File: config.mk
export PLATFORM = sky130hd
export DESIGN_NAME = gsp_ram
export DESIGN_NICKNAME = d
export VERILOG_FILES = /design/src/rtl/gsp_ram.sv
export SDC_FILE = /design/constraint.sdc
export NUM_CORES = 2
export LEC_CHECK = 0
export ABC_AREA = 1
export BUFFER_PORTS_ARGS = -buffer_cell sky130_fd_sc_hd__buf_2
export CAP_MARGIN = 20
export CORE_MARGIN = 3
export CORE_UTILIZATION = 30
export CTS_BUF_LIST = sky130_fd_sc_hd__clkbuf_8 sky130_fd_sc_hd__clkbuf_16
export DETAILED_ROUTE_END_ITERATION = 7
export HOLD_SLACK_MARGIN = 0.06
export PLACE_DENSITY_LB_ADDON = 0.1
export REMOVE_ABC_BUFFERS = 1
export SLEW_MARGIN = 5
export SYNTH_ARGS = -nofsm -noshare
export SYNTH_HDL_FRONTEND = slang
export SYNTH_SLANG_ARGS = --single-unit
File: constraint.sdc
create_clock -name clk -period 2.2 [get_ports clk]
set_input_delay 0.44 -clock clk [delete_from_list [all_inputs] [get_ports clk]]
set_output_delay 0.44 -clock clk [all_outputs]
set_load 0.05 [all_outputs]
File: src/rtl/gsp_ram.sv
// Generic simple dual-port RAM with registered read
`default_nettype none
module gsp_ram #(
  parameter int WIDTH = 8,
  parameter int DEPTH = 256
) (
  input  wire logic                     clk,
  input  wire logic                     we,
  input  wire logic [$clog2(DEPTH)-1:0] waddr,
  input  wire logic [WIDTH-1:0]         wdata,
  input  wire logic [$clog2(DEPTH)-1:0] raddr,
  output logic      [WIDTH-1:0]         rdata
);
  logic [WIDTH-1:0] mem [DEPTH];

  always_ff @(posedge clk) begin
    if (we) begin
      mem[waddr] <= wdata;
    end
    rdata <= mem[raddr];
  end
endmodule
`default_nettype wire

==> metrics.md <==
| Metric | Value |
|---|---|
| Routed vias/inst | 4.875 |
| Slew Viols, Final | 0 |
| DIE HEIGHT | 533.2 um |
| Hold WC Path Type | in2reg |
| Pleak | 36.15 nW |
| Post-synthesis xor/xnor area fraction | 0% |
| Die area | 284400 um2 |
| Slowest cell on crit path | dfxtp_2 |
| Avg Cell Area, Syn | 11.91 um2 |
| Placed cell area | 93680 um2 |
| Clock-pin transition on the worst setup and hold timing paths | 0.06 ns |
| ANT nets after route | 0 |
| Gr usage total | 19.85% |
| Vias in the first global route | 55740 |
| Power density cells | 856.6 nW/um2 |
| Routed wire per std cell | 25.12 um |
| Row cnt | 192 |
| Clock insertion delay at the later pin of the skew report | 0.91 ns |
| Synthesized area | 83400 um2 |
| Gate count after technology mapping | 7003 |
| CTS H-tree lvls | 4 |
| Ports | 34 |
| WP depth | 1 |
| Bufs and invs on worst path | 1 |
| Post-layout util | 36.71% |
| Clk_skew | 0.08165 ns |
| Worst Path Arrival | 1.67 ns |
| Hold Violations, Final | 0 |
| Share of cells above drive strength 1 | 14.63% |
| Area Overhead vs Synth | 21.08% |
| Slew at the pin closest to its max-slew limit | 0.7288 ns |
| Master cell of the clock root buffer | clkbuf_16 |
| Initial antenna violation count | 22 |
| Register area share after synthesis | 73.94% |
| WHS Path Cells | 5 |
| Critical-path cell list | buf_2 |
| Max incr delay on CP | 0.47 ns |
| Startpoint types | flop |
| Post-synthesis compound-gate area fraction | 0% |
| Largest net degree at the start of global routing | 85 |
| Nets | 7594 |
| Post-synth cell types | 14 |
| Drt first pass iters | 5 |
| CP Max Fanout | 1 |
| Status | finished, final reports clean |
| Final Cell Area | 101000 um2 |
| Synth Warn # | 0 |
| Worst Path Class, Setup | reg2out |
| Core Region | 275100 um2 |
| Slew HR | 51.42% |
| Max_cap viols | 0 |
| CP endpoint kind | output pin |
| Post-synthesis simple-gate area fraction | 22.95% |
| First-pass GRT wire length | 414400 um |
| Ratio of final minimum period to clock period | 95.86% |
| Setup slack at placement | -0.8325 ns |
| Largest family of logic cells by synthesized area | simple AND/OR/NAND/NOR gates |
| Initial DRC count | 4725 |
| CTS max path bufs | 4 |
| Most common cell after layout, fill and taps aside | nand2_1 |
| Worst R2R Path Depth | 11 |
| CTS sink cnt | 2056 |
| Delay-heaviest family, CP | flip-flops |
| Post-Synth Adder-Cell Area | 0% |
| Final HPWL DP | 182500 um |
| Yosys reg bits | 2056 |
| Unrepaired setup endpoints after global routing | no |
| Mux contribution to synthesized area | 0% |
| Required @ worst endpoint | 1.76 ns |
| Starting Density | 30.32% |
| Vias | 55783 |
| Final wirelength | 287500 um |
| Die width | 533.2 um |
| Min Tclk post-route | 2.109 ns |
| CTS buffer count | 234 |
| Peak VDD IR | 0.0005997 V |
| RePlAce Congestion | 0.8149 |
| DRC viols | 0 |
| Highest clock rate | 474.2 MHz |
| CTS tree | done |
| Most frequent cells in the layout | nand2_1 (2107), edfxtp_1 (2048), nand3_1 (2019) |
| Final WS setup | 0.09100 ns |
| Global route overflow | 0 |
| I/O Buffers | 33 |
| Final setup viols | 0 |
[worst paths after layout]
kind                               from                   end  slack, ns
hold reg to reg    mem[10][6]$_DFFE_PP_      rdata[6]$_DFF_P_       0.97
setup / recovery       rdata[5]$_DFF_P_              rdata[5]       0.09
setup reg to reg  mem[157][6]$_DFFE_PP_      rdata[6]$_DFF_P_       0.10
hold / removal                 waddr[6]  mem[12][5]$_DFFE_PP_       0.27
[cell families (layout without fill, tap and decap cells)]
family / after synthesis / after routing
AND/OR/NAND/NOR: 4425 / 4425
flip-flops: 2056 / 2056
buffers and inverters: 522 / 1271
other: 0 / 5
[metal layers]
layer | global-route usage [%] | vias up | wire (um)
li1 | - | 26048 | -
met1 | 27.42 | 28086 | 129700
met2 | 32.84 | 1290 | 137200
met3 | 2.529 | 359 | 12820
met4 | 5.489 | 0 | 7784
met5 | 0 | - | 0
[state kept, by name, summed over array words and instances, names as in the netlist]
signal / count
mem: 2048
rdata: 8
[final cells by class]
| cell class | count | area [um2] |
|---|---|---|
| Antenna cell | 5 | 12.51 |
| Inverter | 39 | 182.7 |
| Tap cell | 3686 | 4612 |
| Clock buffer | 236 | 5906 |
| Clock inverter | 184 | 1260 |
| Multi-Input combinational cell | 4425 | 19180 |
| Sequential cell | 2056 | 61660 |
| Timing Repair Buffer | 812 | 8160 |
| Fill cell | 26684 | 174100 |
[what timing repair did]
item,in CTS,in global routing
hold buffers,9,0
pin swaps,0,0
endpoints found under the hold margin,156,0
setup buffers,0,0
gates resized for setup,8,1
setup endpoints to repair,6,1
[through the flow]
step	std cells	power, mW	setup TNS, ns	hold slack (ns)
floorplan	6520	46.39	-31.06	0.5389
global placement	11009	50.39	-6.011	0.8199
detailed placement	11009	50.37	-5.900	0.8177
CTS	11438	87.65	0	0.2124
global route	11440	89.54	0	0.2911
finish	11443	86.49	0	0.2698
[synth_stat cells]
cell,instances,area share [%]
buf_6,16,0.22
nor2_1,283,1.3
buf_4,46,0.41
clkbuf_1,112,0.50
edfxtp_1,2048,74
inv_1,36,0.16
inv_2,2,0.0090
dfxtp_1,8,0.19
inv_4,1,0.0075
buf_2,268,1.6
nand2_1,2123,9.6
buf_8,1,0.018
buf_1,40,0.18
nand3_1,2019,12
[report_power, final]
part / leakage [nW] / internal, mW / total, mW / switching [mW]
Clock: 3.72 / 21.1 / 37.0 / 15.9
Sequential: 18.5 / 43.2 / 43.2 / 0.0663
Combinational: 14.0 / 1.85 / 6.21 / 4.36
Power figures use the tool's default switching activity.
